**config.mk**
```make
export PLATFORM = sky130hd
export DESIGN_NAME = trigger_step_sequencer_track
export DESIGN_NICKNAME = d
export VERILOG_FILES = /design/src/rtl/core/tss_pkg.sv /design/src/rtl/core/tss_divider.sv /design/src/rtl/core/tss_ctrl.sv /design/src/rtl/core/tss_datapath.sv /design/src/rtl/core/trigger_step_sequencer_track.sv
export SDC_FILE = /design/constraint.sdc
export NUM_CORES = 2
export LEC_CHECK = 0
export ABC_AREA = 1
export BUFFER_PORTS_ARGS = -buffer_cell sky130_fd_sc_hd__buf_2
export CORE_ASPECT_RATIO = 1.2
export CORE_MARGIN = 3
export CORE_UTILIZATION = 24
export DETAILED_ROUTE_END_ITERATION = 16
export PLACE_DENSITY = 0.36
export RECOVER_POWER = 25
export SYNTH_ARGS = -nofsm -noshare
export SYNTH_HDL_FRONTEND = slang
export SYNTH_HIERARCHICAL = 1
export SYNTH_SLANG_ARGS = --single-unit
```
**constraint.sdc**
```tcl
create_clock -name i_clk -period 8.2 [get_ports i_clk]
set_input_delay 1.23 -clock i_clk [delete_from_list [all_inputs] [get_ports i_clk]]
set_output_delay 1.23 -clock i_clk [all_outputs]
set_load 0.005 [all_outputs]
```
**src/rtl/core/tss_pkg.sv**
```systemverilog
// Shared types and constants for the trigger step sequencer track.
package tss_pkg;
    localparam int unsigned PULSE_TICKS = 240;
    localparam int unsigned PERIOD_MIN  = 100;
    localparam int unsigned PERIOD_MAX  = 96000;
    localparam int unsigned TICKS_SAT   = 131071;
    localparam int unsigned PERIOD_RST  = 4800;

    // ceil(2^26 / 25): (x >> 3) * SWING_RECIP >> 26 gives x / 200 for x below 2^24
    localparam logic [21:0] SWING_RECIP = 22'd2684355;

    localparam logic [2:0] REG_LENGTH = 3'd0;
    localparam logic [2:0] REG_DIR    = 3'd1;
    localparam logic [2:0] REG_RATE   = 3'd2;
    localparam logic [2:0] REG_SWING  = 3'd3;
    localparam logic [2:0] REG_SPLIT  = 3'd4;
    localparam logic [2:0] REG_REP1   = 3'd5;
    localparam logic [2:0] REG_REP2   = 3'd6;
    localparam logic [2:0] REG_FILL   = 3'd7;

    localparam logic [1:0] DIR_FWD    = 2'd0;
    localparam logic [1:0] DIR_BWD    = 2'd1;
    localparam logic [1:0] DIR_BOUNCE = 2'd2;

    typedef enum logic [2:0] {
        ST_IDLE,
        ST_EDGE,
        ST_DIV,
        ST_SUB,
        ST_HIT,
        ST_SWMUL,
        ST_FIN
    } t_state;

    typedef struct packed {
        logic load;
        logic edge_step;
        logic start_div;
        logic sub_check;
        logic hit_check;
        logic start_swing;
        logic finish;
    } t_cmd;

    typedef struct packed {
        logic is_write;
        logic div_done;
        logic need_swing;
    } t_status;
endpackage

```
**src/rtl/core/tss_divider.sv**
```systemverilog
// Radix-2 restoring divider, 17-bit dividend by 17-bit divisor.
module tss_divider import tss_pkg::*; (
    input  logic        i_clk,
    input  logic        i_rst_n,
    input  logic        i_start,
    input  logic [16:0] i_dividend,
    input  logic [16:0] i_divisor,
    output logic        o_done,
    output logic [16:0] o_quotient
);
    logic [16:0] r_q, n_q;
    logic [17:0] r_rem, n_rem;
    logic [16:0] r_d;
    logic [4:0]  r_cnt;
    logic        r_busy;
    logic [17:0] w_shift;

    always_comb begin
        w_shift = {r_rem[16:0], r_q[16]};
        n_q = {r_q[15:0], 1'b0};
        n_rem = w_shift;
        if (w_shift >= {1'b0, r_d}) begin
            n_rem = w_shift - {1'b0, r_d};
            n_q[0] = 1'b1;
        end
    end

    always_ff @(posedge i_clk) begin
        if (!i_rst_n) begin
            r_busy <= 1'b0;
            r_cnt  <= '0;
        end else if (i_start) begin
            r_busy <= 1'b1;
            r_cnt  <= 5'd0;
            r_q    <= i_dividend;
            r_rem  <= '0;
            r_d    <= i_divisor;
        end else if (r_busy) begin
            r_q   <= n_q;
            r_rem <= n_rem;
            r_cnt <= r_cnt + 5'd1;
            if (r_cnt == 5'd16) r_busy <= 1'b0;
        end
    end

    assign o_done     = r_busy && (r_cnt == 5'd16);
    assign o_quotient = n_q;
endmodule

```
**src/rtl/core/tss_ctrl.sv**
```systemverilog
// Controller state machine for one tick or write item.
module tss_ctrl import tss_pkg::*; (
    input  logic    i_clk,
    input  logic    i_rst_n,
    input  logic    i_in_valid,
    output logic    o_in_ready,
    input  logic    i_out_ready,
    output logic    o_out_valid,
    input  t_status i_status,
    output t_cmd    o_cmd
);
    t_state r_state, n_state;
    logic   r_out_valid;

    always_comb begin
        n_state = r_state;
        unique case (r_state)
            ST_IDLE:  if (i_in_valid && !r_out_valid) n_state = ST_EDGE;
            ST_EDGE:  n_state = i_status.is_write ? ST_FIN : ST_DIV;
            ST_DIV:   if (i_status.div_done) n_state = ST_SUB;
            ST_SUB:   n_state = ST_HIT;
            ST_HIT:   n_state = i_status.need_swing ? ST_SWMUL : ST_FIN;
            ST_SWMUL: n_state = ST_FIN;
            ST_FIN:   n_state = ST_IDLE;
            default:  n_state = ST_IDLE;
        endcase
    end

    always_comb begin
        o_cmd = '0;
        unique case (r_state)
            ST_IDLE:  o_cmd.load = i_in_valid && !r_out_valid;
            ST_EDGE:  begin
                o_cmd.edge_step = !i_status.is_write;
                o_cmd.start_div = !i_status.is_write;
            end
            ST_DIV:   ;
            ST_SUB:   o_cmd.sub_check = 1'b1;
            ST_HIT:   o_cmd.hit_check = 1'b1;
            ST_SWMUL: o_cmd.start_swing = 1'b1;
            ST_FIN:   o_cmd.finish = 1'b1;
            default:  ;
        endcase
    end

    always_ff @(posedge i_clk) begin
        if (!i_rst_n) begin
            r_state     <= ST_IDLE;
            r_out_valid <= 1'b0;
        end else begin
            r_state <= n_state;
            if (o_cmd.finish) r_out_valid <= 1'b1;
            else if (i_out_ready) r_out_valid <= 1'b0;
        end
    end

    assign o_in_ready  = (r_state == ST_IDLE) && !r_out_valid;
    assign o_out_valid = r_out_valid;
endmodule

```
**src/rtl/core/tss_datapath.sv**
```systemverilog
// Datapath: pattern store, counters, step logic and swing/gate timing.
module tss_datapath import tss_pkg::*; #(
    parameter int FRAMES_PER_TICK = 1,
    parameter int PATTERN_STEPS   = 32
) (
    input  logic        i_clk,
    input  logic        i_rst_n,
    input  t_cmd        i_cmd,
    output t_status     o_status,
    input  logic        i_cfg_valid,
    input  logic [2:0]  i_cfg_index,
    input  logic [6:0]  i_cfg_data,
    input  logic        i_opcode,
    input  logic        i_clock_high,
    input  logic        i_reset_high,
    input  logic [4:0]  i_step_index,
    input  logic        i_step_on,
    output logic        o_gate,
    output logic [4:0]  o_position
);
    localparam int IW = $clog2(PATTERN_STEPS);

    logic [5:0] r_len_cfg, r_fill;
    logic [1:0] r_dir;
    logic [4:0] r_rate, r_split;
    logic [6:0] r_swing, r_rep1, r_rep2;

    logic [PATTERN_STEPS-1:0] r_pat;
    logic [6:0]  r_pos;
    logic        r_fwd, r_sec2;
    logic [6:0]  r_cnt1, r_cnt2;
    logic [3:0]  r_divc;
    logic [4:0]  r_subc;
    logic [16:0] r_period, r_ticks;
    logic [16:0] r_swait;
    logic [7:0]  r_pulse;
    logic        r_pclk, r_prst;
    logic        r_op, r_clk, r_rst, r_on;
    logic [4:0]  r_idx;
    logic        r_stepped, r_cedge;
    logic [23:0] r_swprod;
    logic [16:0] r_quo_q;

    logic        w_div_start, w_div_done;
    logic [16:0] w_dvd, w_dvs, w_quo;

    tss_divider u_div (
        .i_clk(i_clk), .i_rst_n(i_rst_n), .i_start(w_div_start),
        .i_dividend(w_dvd), .i_divisor(w_dvs),
        .o_done(w_div_done), .o_quotient(w_quo)
    );

    logic        w_dividing;
    logic [4:0]  w_divisor, w_mult;
    assign w_dividing = r_rate < 5'd15;
    assign w_divisor  = 5'd16 - r_rate;
    assign w_mult     = w_dividing ? 5'd1 : r_rate - 5'd14;

    // advance() on a copy of step state
    typedef struct packed {
        logic [6:0] pos;
        logic       fwd;
        logic       sec2;
        logic [6:0] c1;
        logic [6:0] c2;
    } t_pstate;

    function automatic t_pstate f_advance(t_pstate s, logic [5:0] lcfg, logic [1:0] dir,
                                          logic [4:0] split, logic [6:0] r1, logic [6:0] r2,
                                          logic [5:0] fill);
        t_pstate o;
        logic signed [7:0] len, sp, e1, p, fl;
        o = s;
        len = (lcfg == 6'd0) ? 8'sd1 : {2'b0, lcfg};
        if (len > 8'(PATTERN_STEPS)) len = 8'(PATTERN_STEPS);
        sp = {3'b0, split};
        fl = {2'b0, fill};
        p  = {1'b0, s.pos};
        e1 = (sp > 0) ? sp : len;
        if (dir == DIR_BOUNCE || (sp >= len && dir == DIR_BOUNCE)) begin
            if (s.fwd) begin
                p = p + 8'sd1;
                if (p >= len) begin
                    p = len - 8'sd2;
                    if (p < 0) p = 8'sd0;
                    o.fwd = 1'b0;
                end
            end else begin
                p = p - 8'sd1;
                if (p < 0) begin
                    p = 8'sd1;
                    if (p >= len) p = len - 8'sd1;
                    o.fwd = 1'b1;
                end
            end
        end else if (sp >= len) begin
            if (dir == DIR_FWD) begin
                p = p + 8'sd1;
                if (p >= len) p = 8'sd0;
            end else if (dir == DIR_BWD) begin
                p = p - 8'sd1;
                if (p < 0) p = len - 8'sd1;
            end
        end else if (dir == DIR_FWD) begin
            p = p + 8'sd1;
            if (!s.sec2 && sp > 0 && fl > 0 && fl < sp && r1 > 7'd1 &&
                s.c1 == r1 - 7'd1 && p >= fl) begin
                o.c1 = '0; o.sec2 = 1'b1; p = sp;
            end else if (!s.sec2 && p >= e1) begin
                if (s.c1 + 7'd1 >= r1) begin
                    o.c1 = '0; o.sec2 = 1'b1; p = sp;
                end else begin
                    o.c1 = s.c1 + 7'd1; p = 8'sd0;
                end
            end else if (s.sec2 && p >= len) begin
                if (s.c2 + 7'd1 >= r2) begin
                    o.c2 = '0; o.sec2 = 1'b0; p = 8'sd0;
                end else begin
                    o.c2 = s.c2 + 7'd1; p = sp;
                end
            end
        end else if (dir == DIR_BWD) begin
            p = p - 8'sd1;
            if (s.sec2 && p < sp) begin
                if (s.c2 + 7'd1 >= r2) begin
                    o.c2 = '0; o.sec2 = 1'b0; p = e1 - 8'sd1;
                end else begin
                    o.c2 = s.c2 + 7'd1; p = len - 8'sd1;
                end
            end else if (!s.sec2 && p < 0) begin
                if (s.c1 + 7'd1 >= r1) begin
                    o.c1 = '0; o.sec2 = 1'b1; p = len - 8'sd1;
                end else begin
                    o.c1 = s.c1 + 7'd1; p = e1 - 8'sd1;
                end
            end
        end
        o.pos = p[6:0];
        return o;
    endfunction

    t_pstate w_cur, w_adv;
    assign w_cur = '{pos: r_pos, fwd: r_fwd, sec2: r_sec2, c1: r_cnt1, c2: r_cnt2};
    assign w_adv = f_advance(w_cur, r_len_cfg, r_dir, r_split, r_rep1, r_rep2, r_fill);

    assign w_div_start = i_cmd.start_div;
    assign w_dvd = r_period;
    assign w_dvs = {12'd0, w_mult};

    logic [17:0] w_tick_sum;
    logic        w_redge, w_cedge, w_div_wrap;
    logic [3:0]  w_divc;
    logic        w_sub_hit, w_hit, w_odd;
    logic [22:0] w_subtgt;
    logic [23:0] w_prod;
    logic [20:0] w_sw8;
    logic [42:0] w_swrec;
    logic [16:0] w_swq;

    assign w_redge    = r_rst && !r_prst;
    assign w_cedge    = r_clk && !r_pclk;
    assign w_divc     = w_redge ? 4'd0 : r_divc;
    assign w_div_wrap = ({1'b0, w_divc} + 5'd1) >= w_divisor;

    always_comb begin
        w_tick_sum = w_redge ? 18'(FRAMES_PER_TICK) : {1'b0, r_ticks} + 18'(FRAMES_PER_TICK);
        if (w_tick_sum > 18'(TICKS_SAT)) w_tick_sum = 18'(TICKS_SAT);
    end

    assign w_subtgt = {6'd0, r_quo_q} * ({1'b0, r_subc} + 6'd1);
    assign w_sub_hit = !w_dividing && w_mult > 5'd1 && !r_cedge && r_period != 17'd0 &&
                       r_quo_q > 17'(FRAMES_PER_TICK) && {6'd0, r_ticks} >= w_subtgt;
    assign w_hit = r_stepped && (r_pos < 7'(PATTERN_STEPS)) && r_pat[r_pos[IW-1:0]];
    assign w_odd = r_pos[0] && r_swing != 7'd0;
    assign w_prod = r_period * r_swing;

    // swing delay = period * swing / 200
    assign w_sw8   = r_swprod[23:3];
    assign w_swrec = {22'd0, w_sw8} * {21'd0, SWING_RECIP};
    assign w_swq   = w_swrec[42:26];

    assign o_status.is_write   = r_op;
    assign o_status.div_done   = w_div_done;
    assign o_status.need_swing = w_hit && w_odd;

    always_ff @(posedge i_clk) begin
        if (!i_rst_n) begin
            r_len_cfg <= 6'd16; r_dir <= DIR_FWD; r_rate <= 5'd14; r_swing <= '0;
            r_split <= '0; r_rep1 <= 7'd1; r_rep2 <= 7'd1; r_fill <= 6'd1;
        end else if (i_cfg_valid) begin
            unique case (i_cfg_index)
                REG_LENGTH: r_len_cfg <= i_cfg_data[5:0];
                REG_DIR:    r_dir     <= i_cfg_data[1:0];
                REG_RATE:   r_rate    <= i_cfg_data[4:0];
                REG_SWING:  r_swing   <= i_cfg_data;
                REG_SPLIT:  r_split   <= i_cfg_data[4:0];
                REG_REP1:   r_rep1    <= i_cfg_data;
                REG_REP2:   r_rep2    <= i_cfg_data;
                REG_FILL:   r_fill    <= i_cfg_data[5:0];
                default: ;
            endcase
        end
    end

    always_ff @(posedge i_clk) begin
        if (i_cmd.load) begin
            r_op <= i_opcode; r_clk <= i_clock_high; r_rst <= i_reset_high;
            r_idx <= i_step_index; r_on <= i_step_on;
        end
        if (w_div_done) r_quo_q <= w_quo;
        if (i_cmd.hit_check) r_swprod <= w_prod;
    end

    always_ff @(posedge i_clk) begin
        if (!i_rst_n) begin
            r_pat <= '0; r_pos <= '0; r_fwd <= 1'b1; r_sec2 <= 1'b0;
            r_cnt1 <= '0; r_cnt2 <= '0; r_divc <= '0; r_subc <= '0;
            r_period <= 17'(PERIOD_RST); r_ticks <= '0; r_swait <= '0; r_pulse <= '0;
            r_pclk <= 1'b0; r_prst <= 1'b0; r_stepped <= 1'b0; r_cedge <= 1'b0;
        end else begin
            if (i_cmd.edge_step) begin
                r_pclk <= r_clk; r_prst <= r_rst;
                r_cedge <= w_cedge;
                r_stepped <= w_cedge && (!w_dividing || w_div_wrap);
                if (w_redge) begin
                    r_pos <= '0; r_fwd <= 1'b1; r_sec2 <= 1'b0; r_cnt1 <= '0;
                    r_cnt2 <= '0; r_swait <= '0;
                end
                if (w_redge || w_cedge) r_subc <= '0;
                if (w_cedge) begin
                    if (w_tick_sum > 18'(PERIOD_MIN) && w_tick_sum < 18'(PERIOD_MAX))
                        r_period <= w_tick_sum[16:0];
                    r_ticks <= '0;
                end else begin
                    r_ticks <= w_tick_sum[16:0];
                end
                if (w_cedge && w_dividing) begin
                    if (w_div_wrap) r_divc <= '0;
                    else r_divc <= w_divc + 4'd1;
                end else if (w_redge) begin
                    r_divc <= '0;
                end
            end
            if (i_cmd.sub_check) begin
                if (r_stepped) begin
                    r_pos <= w_adv.pos; r_fwd <= w_adv.fwd; r_sec2 <= w_adv.sec2;
                    r_cnt1 <= w_adv.c1; r_cnt2 <= w_adv.c2;
                end else if (w_sub_hit) begin
                    if (r_subc != 5'd31) r_subc <= r_subc + 5'd1;
                    if ({1'b0, r_subc} + 6'd1 < {1'b0, w_mult}) begin
                        r_pos <= w_adv.pos; r_fwd <= w_adv.fwd; r_sec2 <= w_adv.sec2;
                        r_cnt1 <= w_adv.c1; r_cnt2 <= w_adv.c2;
                        r_stepped <= 1'b1;
                    end
                end
            end
            if (i_cmd.hit_check && w_hit && !w_odd) r_pulse <= 8'(PULSE_TICKS);
            if (i_cmd.start_swing) begin
                if (w_swq == 17'd0) r_pulse <= 8'(PULSE_TICKS);
                else r_swait <= w_swq;
            end
            if (i_cmd.finish) begin
                if (r_op) begin
                    if (7'(r_idx) < 7'(PATTERN_STEPS)) r_pat[IW'(r_idx)] <= r_on;
                end else begin
                    logic [7:0] w_p;
                    w_p = r_pulse;
                    if (r_swait != 17'd0) begin
                        if (r_swait <= 17'(FRAMES_PER_TICK)) begin
                            r_swait <= '0;
                            w_p = 8'(PULSE_TICKS);
                        end else begin
                            r_swait <= r_swait - 17'(FRAMES_PER_TICK);
                        end
                    end
                    if (w_p != 8'd0) begin
                        if (w_p <= 8'(FRAMES_PER_TICK)) r_pulse <= '0;
                        else r_pulse <= w_p - 8'(FRAMES_PER_TICK);
                    end else begin
                        r_pulse <= '0;
                    end
                end
            end
        end
    end

    assign o_gate     = r_pulse != 8'd0;
    assign o_position = r_pos[4:0];
endmodule

```
**src/rtl/core/trigger_step_sequencer_track.sv**
```systemverilog
// Top level of one trigger step sequencer track.
//  channel | valid       | ready       | payload
//  in      | i_in_valid  | o_in_ready  | i_opcode i_clock_high i_reset_high i_step_index i_step_on
//  cfg     | i_cfg_valid | o_cfg_ready | i_cfg_index i_cfg_data
//  out     | o_out_valid | i_out_ready | o_gate o_position
// A tick item runs through the 17-step restoring divider (period by multiplier); a write
// item skips it. A new item is taken once the prior result has been taken, so output stalls
// hold off the next item. Synchronous active-low reset clears the control state, the
// configuration, the step state and the pattern; the latched input item, the divider's
// working registers and the latched quotient and swing product are not reset.
module trigger_step_sequencer_track import tss_pkg::*; #(
    parameter int FRAMES_PER_TICK = 1,
    parameter int PATTERN_STEPS   = 32
) (
    input  logic       i_clk,
    input  logic       i_rst_n,
    input  logic       i_in_valid,
    output logic       o_in_ready,
    input  logic       i_opcode,
    input  logic       i_clock_high,
    input  logic       i_reset_high,
    input  logic [4:0] i_step_index,
    input  logic       i_step_on,
    input  logic       i_cfg_valid,
    output logic       o_cfg_ready,
    input  logic [2:0] i_cfg_index,
    input  logic [6:0] i_cfg_data,
    output logic       o_out_valid,
    input  logic       i_out_ready,
    output logic       o_gate,
    output logic [4:0] o_position
);
    t_cmd    w_cmd;
    t_status w_status;

    assign o_cfg_ready = 1'b1;

    tss_ctrl u_ctrl (
        .i_clk(i_clk), .i_rst_n(i_rst_n), .i_in_valid(i_in_valid), .o_in_ready(o_in_ready),
        .i_out_ready(i_out_ready), .o_out_valid(o_out_valid),
        .i_status(w_status), .o_cmd(w_cmd)
    );

    tss_datapath #(.FRAMES_PER_TICK(FRAMES_PER_TICK), .PATTERN_STEPS(PATTERN_STEPS)) u_dp (
        .i_clk(i_clk), .i_rst_n(i_rst_n), .i_cmd(w_cmd), .o_status(w_status),
        .i_cfg_valid(i_cfg_valid), .i_cfg_index(i_cfg_index), .i_cfg_data(i_cfg_data),
        .i_opcode(i_opcode), .i_clock_high(i_clock_high), .i_reset_high(i_reset_high),
        .i_step_index(i_step_index), .i_step_on(i_step_on),
        .o_gate(o_gate), .o_position(o_position)
    );
endmodule

```
-- Word level (Yosys, flattened, before mapping)
Index checks and enable logic that the tools add are counted.
- input bits: 24
- register bits after elaboration: 271
- logic and storage cells: 323
- output and inout bits: 9
- add/subtract/negate cells: 20
- bitwise logic cells: 1
- muxes and demuxes: 142
- reduce and logical (&&, ||, !) cells: 68
- multipliers: 3
- magnitude comparators: 31
- equal/unequal tests: 20
- operators with widths (cell ; number):
    7-bit 2-to-1 mux ; 46
    17-bit 2-to-1 mux ; 13
    8-bit 2-to-1 mux ; 14
    15-bit 2-to-1 mux ; 4
    5-bit 2-to-1 mux ; 9
    21-bit by 22-bit multiplier with 43-bit output, second input constant ; 1
    1-bit 2-to-1 mux ; 39
    18-bit 2-to-1 mux ; 2
    17-bit nonzero test ; 2
    32-bit bitwise mux ; 1
    1-bit logical AND ; 31
    8-bit by 7-bit greater-or-equal comparator with 1-bit output ; 3
    17-bit by 7-bit multiplier with 24-bit output ; 1
    2-bit AND reduction ; 12
    17-bit by 23-bit greater-or-equal comparator with 1-bit output ; 1
    17-bit by 23-bit multiplier with 23-bit output ; 1
    3-bit equality test, second input constant ; 7
    17-bit by 1-bit adder with 18-bit output, second input constant ; 1
    18-bit by 5-bit greater-or-equal comparator with 1-bit output ; 1
    18-bit by 17-bit > comparator with 1-bit output, second input constant ; 1
    18-bit by 7-bit > comparator with 1-bit output, second input constant ; 1
    18-bit by 17-bit less-than comparator with 1-bit output, second input constant ; 1
    6-bit 2-to-1 mux ; 3
    3-bit one-hot mux with 6 select lines ; 1
    59 further kinds ; 89

-- Depth between registers and ports, before layout
- word-level depth: 17
- gate-level depth with buffers: 39
- depth with buffers taken out: 38

-- By module
Netlist, hierarchy kept.
- by module, submodules not included (module ; seq. area each (sq um) ; instances ; area each (sq um) ; cells each):
    tss_datapath ; 4854.7 ; 1 ; 30534.3 ; 4366
    tss_divider ; 1651.6 ; 1 ; 3653.5 ; 465
    tss_ctrl ; 80.1 ; 1 ; 265.3 ; 45
    trigger_step_sequencer_track ; 0.0 ; 1 ; 11.3 ; 2

-- Worst setup path before layout
Ideal clock, no wire load.
- path kind: reg-to-reg
- from: register u_dp.r_swprod[7]
- to: register u_dp.r_swait[13]
- cell stages (with the launch flop): 32
- data arrival time: 6.195 ns
- setup time: 0.064 ns
- path slack: 1.941 ns
- buffers on the path: 1
- data required time: 8.136 ns
- cell sequence: edfxtp_1 > inv_1 > fa_1 > fa_1 > fa_1 > fa_1 > fa_1 > inv_1 > fa_1 > inv_1 > fa_1 > inv_1 > ha_1 > nand2_1 > nor2_1 > inv_1 > nor2_1 > nand2_1 > nand2_1 > nand2_1 > nand3_1 > nand2_1 > nand2_1 > nand2_1 > nor2_1 > nand4_2 > nand2_2 > inv_2 > buf_6 > nor2_1 > nor2_1 > nor2_1
- word-level cells in the longest chain between the ends: 7
- RTL lines (what ; line ; RTL):
    start, declared ; tss_datapath.sv:41 ; logic [23:0] r_swprod;
    start signal, assigned ; tss_datapath.sv:211 ; if (i_cmd.hit_check) r_swprod <= w_prod;
    21-bit by 22-bit multiplier with 43-bit output (*) ; tss_datapath.sv:179 ; assign w_swrec = {22'd0, w_sw8} * {21'd0, SWING_RECIP};
    17-bit zero test ; tss_datapath.sv:259 ; if (w_swq == 17'd0) r_pulse <= 8'(PULSE_TICKS);
    17-bit 2-to-1 mux (*) ; tss_datapath.sv:259 ;
    17-bit 2-to-1 mux (*) ; tss_datapath.sv:258 ; if (i_cmd.start_swing) begin
    17-bit 2-to-1 mux ; tss_datapath.sv:268 ; if (r_swait != 17'd0) begin
    17-bit 2-to-1 mux ; tss_datapath.sv:263 ; if (r_op) begin
    17-bit 2-to-1 mux (*) ; tss_datapath.sv:262 ; if (i_cmd.finish) begin
    end signal, assigned ; tss_datapath.sv:260 ; else r_swait <= w_swq;
    end signal, assigned ; tss_datapath.sv:273 ; r_swait <= r_swait - 17'(FRAMES_PER_TICK);
    end, declared ; tss_datapath.sv:35 ; logic [16:0] r_swait;
Every way passes the cells marked *; elsewhere a longest branch is shown, timed or not.
A chain may end at the register's enable or synchronous reset.

-- Worst setup path in the final report
- from: register u_dp.r_swprod[18]
- to: register u_dp.r_swait[7]
Same word-level chain as after synthesis.

==> results.cfg <==
[status]
outcome = complete, but fails checks
violations = capacitance limit, slew limit

[grt]
grt.overflow.total = 0
grt_use_total = 0.156
grt_max_degree = 65
grt_pass1_vias = 30726
antenna_found_initial = 4
grt_pass1_wl_um = 183000

[floorplan]
start_util = 0.243
coreArea_um2 = 142000
fp-row-count = 151
dieArea_um2 = 148000
die_w_um = 352
die_y_um = 421
ioPinCount = 33

[place]
hpwl_um = 94300
placed_area_um2 = 36600
numPortBuffers = 31
dp_slack_ns = 0.762
place_congestion = 0.823

[logic_synthesis]
synth_top_family_by_area = adder cells
syn_inst = 4878
yosys.area_share.simple = 0.248
synthDominantCellAreaShare = 0.170
yosysWarningCount = 6
synthDistinctLibCells = 56
synthXorXnorAreaFrac = 0.0213
synth.largest_area_cell = fa_1
synth-edff-count = 98
yosysSeqAreaShare = 0.191
ys_ff_latch = 280
synthFlopType = dfxtp_1
async_reset_ff_frac = 0
synthTopCellsByArea = fa_1 (17%), ha_1 (14%), nand2_1 (13%), inv_1 (11%), dfxtp_1 (11%)
synth-compound-area-share = 0.0981
synthesis.area_um2 = 34500
synthMuxAreaShare = 0
synthAdderAreaFrac = 0.310
synth.avg_cell_area_um2 = 7.07

[timing]
post-route-min-period_ns = 7.43
post-route-period-util = 0.906
rsz0062_at_grt = false
skew_ns = 0.0456
setup_viol = 0
hold_viol_final = 0
fmax_mhz = 135
tns_ns = 0
worst_slew_pin_slew_ns = 1.58
slew_violations = 23
slew_headroom = -0.0511
worst_slack_ns = 0.772

[clock_network]
htreeDepth = 2
hold_buffers = 0
cts_tree = done
numCtsBuffers = 42
numClockSinks = 280
insertion_delay_ns = 0.63
cts_root_buf = clkbuf_16
clkSlewWorstSetupHoldPaths_ns = 0.06
clockBufferDepth = 3
cts_resized = 0
cts_setup_buffers = 0

[critical_path]
path_common_cell = nand2_1
start_kind = flip-flop
cp_data_arrival_time_ns = 7.92
worstSetupPathType = reg2reg
critical_path.max_stage_delay_ns = 0.70
critPathMaxFanout = 16
cp.required_ns = 8.69
cpMaxStageDelayCell = fa_1
end_kind = flip-flop

[power]
p_sw_mw = 9.13
p_leak_nw = 19.7
cellPowerDensity_nw_per_um2 = 418
p_int_mw = 6.77
peakVddDrop_uv = 442
clock_power_share = 0.120
pwr-share-seq = 0.106
pwr-share-comb = 0.774
swShare = 0.574

[cells_and_area]
syn2layout_area_growth_pct = 10.4
layout-drive-gt1-share = 0.0409
num-nets-final = 5560
fin_util = 0.268
fin_area_um2 = 38000
nFillCells = 15848

[detailed_routing]
routed_wl_um = 116000
dr_total_vias = 29853
drt-wirelength-per-cell_um = 17.1
drt_iter0_drc = 1629
viasPerCell = 4.39
ant_nets = 0
drc_errors = 0
drt-pass1-iter-count = 7

[worst_hold_path]
min_path_type = reg2reg

[run]
max-cap-violations = 1
-- sequential cells by signal, indices dropped and copies added (netlist names), 8 cells and up --
name and cells:
u_dp/r_swprod 21, u_dp/u_div/r_q 17, u_dp/r_ticks 17, u_dp/r_swait 17, u_dp/r_period 17, u_dp/r_pulse 8, u_dp/u_div/r_rem 17, u_dp/r_pat 32
u_dp/r_quo_q 17, u_dp/u_div/r_d 17
-- cell usage after synthesis, drive strengths merged (2+ instances only) --
cell and count:
o21bai 21, edfxtp 98, nand3 208, o31ai 4, nor3b 4, or2 12
nor2 454, dfxtp 182, conb 2, nand4 64, clkinv 8, o21a 6
a211oi 9, nor3 60, o21ai 245, nand2 1217, a31oi 10, xnor2 25
xor2 59, nand3b 13, nor4 11, a41oi 3, o22ai 12, ha 387
clkbuf 88, a221oi 4, fa 292, a21oi 272, a21boi 7, a21o 2
o211ai 23, and2 3, buf 49, inv 1017
-- path summary, 6_finish.rpt --
check	start	to	slack, ns	cells past startpoint
worst max-delay path	u_dp/r_swprod[18]	u_dp/r_swait[7]	0.77	29
worst min-delay path	u_dp/u_div/r_q[4]	u_dp/r_quo_q[5]	0.45	0
worst min register to register	u_dp/u_div/r_q[4]	u_dp/r_quo_q[5]	0.45	0
worst max register to register	u_dp/r_swprod[18]	u_dp/r_swait[7]	0.77	29
-- cells by family (layout without fill, tap and decap cells) --
| family | Yosys count | after routing |
|---|---|---|
| AND/OR/NAND/NOR | 2049 | 2049 |
| buffers and inverters | 1162 | 1161 |
| adder cells (fa/ha/maj) | 679 | 679 |
| AO/OA/AOI/OAI | 622 | 622 |
| flip-flops | 280 | 280 |
| XOR/XNOR | 84 | 84 |
| other | 2 | 16 |
-- routing by layer --
| layer | GRT usage | vias to the layer above | wire length (um) |
|---|---|---|---|
| met3 | 0.0145 | 109 | 3110 |
| met5 | 0 | - | 0 |
| met2 | 0.274 | 383 | 56600 |
| met1 | 0.205 | 14195 | 53800 |
| met4 | 0.0371 | 0 | 2890 |
| li1 | - | 15166 | - |
-- critical path: cells and delay by family (launching register included) --
family / cells / cell delay, ns
flops: 1 / 0.57
buf+inv: 5 / 0.44
simple gates: 16 / 2.23
fa+ha+maj: 8 / 4.04
-- layout make-up --
type                    instances  area, um^2  share of cell area
inverters                    1025        3850               0.101
clock inverters                19         253             0.00665
well taps                    1912        2390              0.0629
clock buffers                  56        1170              0.0309
diodes                          3        7.51            0.000197
repair buffers                 61         369             0.00970
multi-input cells            3447       23400               0.615
flip-flops and latches        280        6590               0.173
-- cell usage in the layout, fill, tap and decap left out, types with 13 or more instances in the layout --
cell and count:
buf_4 29, nor2_1 436, conb_1 13, nand2_1 1200, xnor2_1 25, buf_2 25
clkbuf_1 14, inv_1 1006, nor3_1 55, dfxtp_1 182, nand2_2 16, edfxtp_1 98
o21ai_0 232, a21oi_1 271, o211ai_1 23, ha_1 387, o21bai_1 20, clkbuf_16 42
fa_1 292, nand4_1 61, xor2_1 59, nand3b_1 13, nand3_1 201
-- power by group through the flow --
stage               logic, mW  clock network [mW]  registers (mW)
floorplan                8.81                   0            1.67
global placement         12.6                   0            1.72
detailed placement       12.5                   0            1.72
CTS                      12.6                2.01            1.70
global route             14.3                2.04            1.71
finish                   12.3                1.91            1.69
-- per-stage QoR --
stage	power (mW)	hold slack [ns]	std cells
6_report	15.9	0.447	6803
5_1_grt	18.1	0.460	6800
4_1_cts	16.3	0.449	6800
3_5_place_dp	14.2	0.435	6725
3_3_place_gp	14.3	0.434	6725
2_1_floorplan	10.5	0.434	4889
No activity file was read; power rests on OpenSTA's default activity.
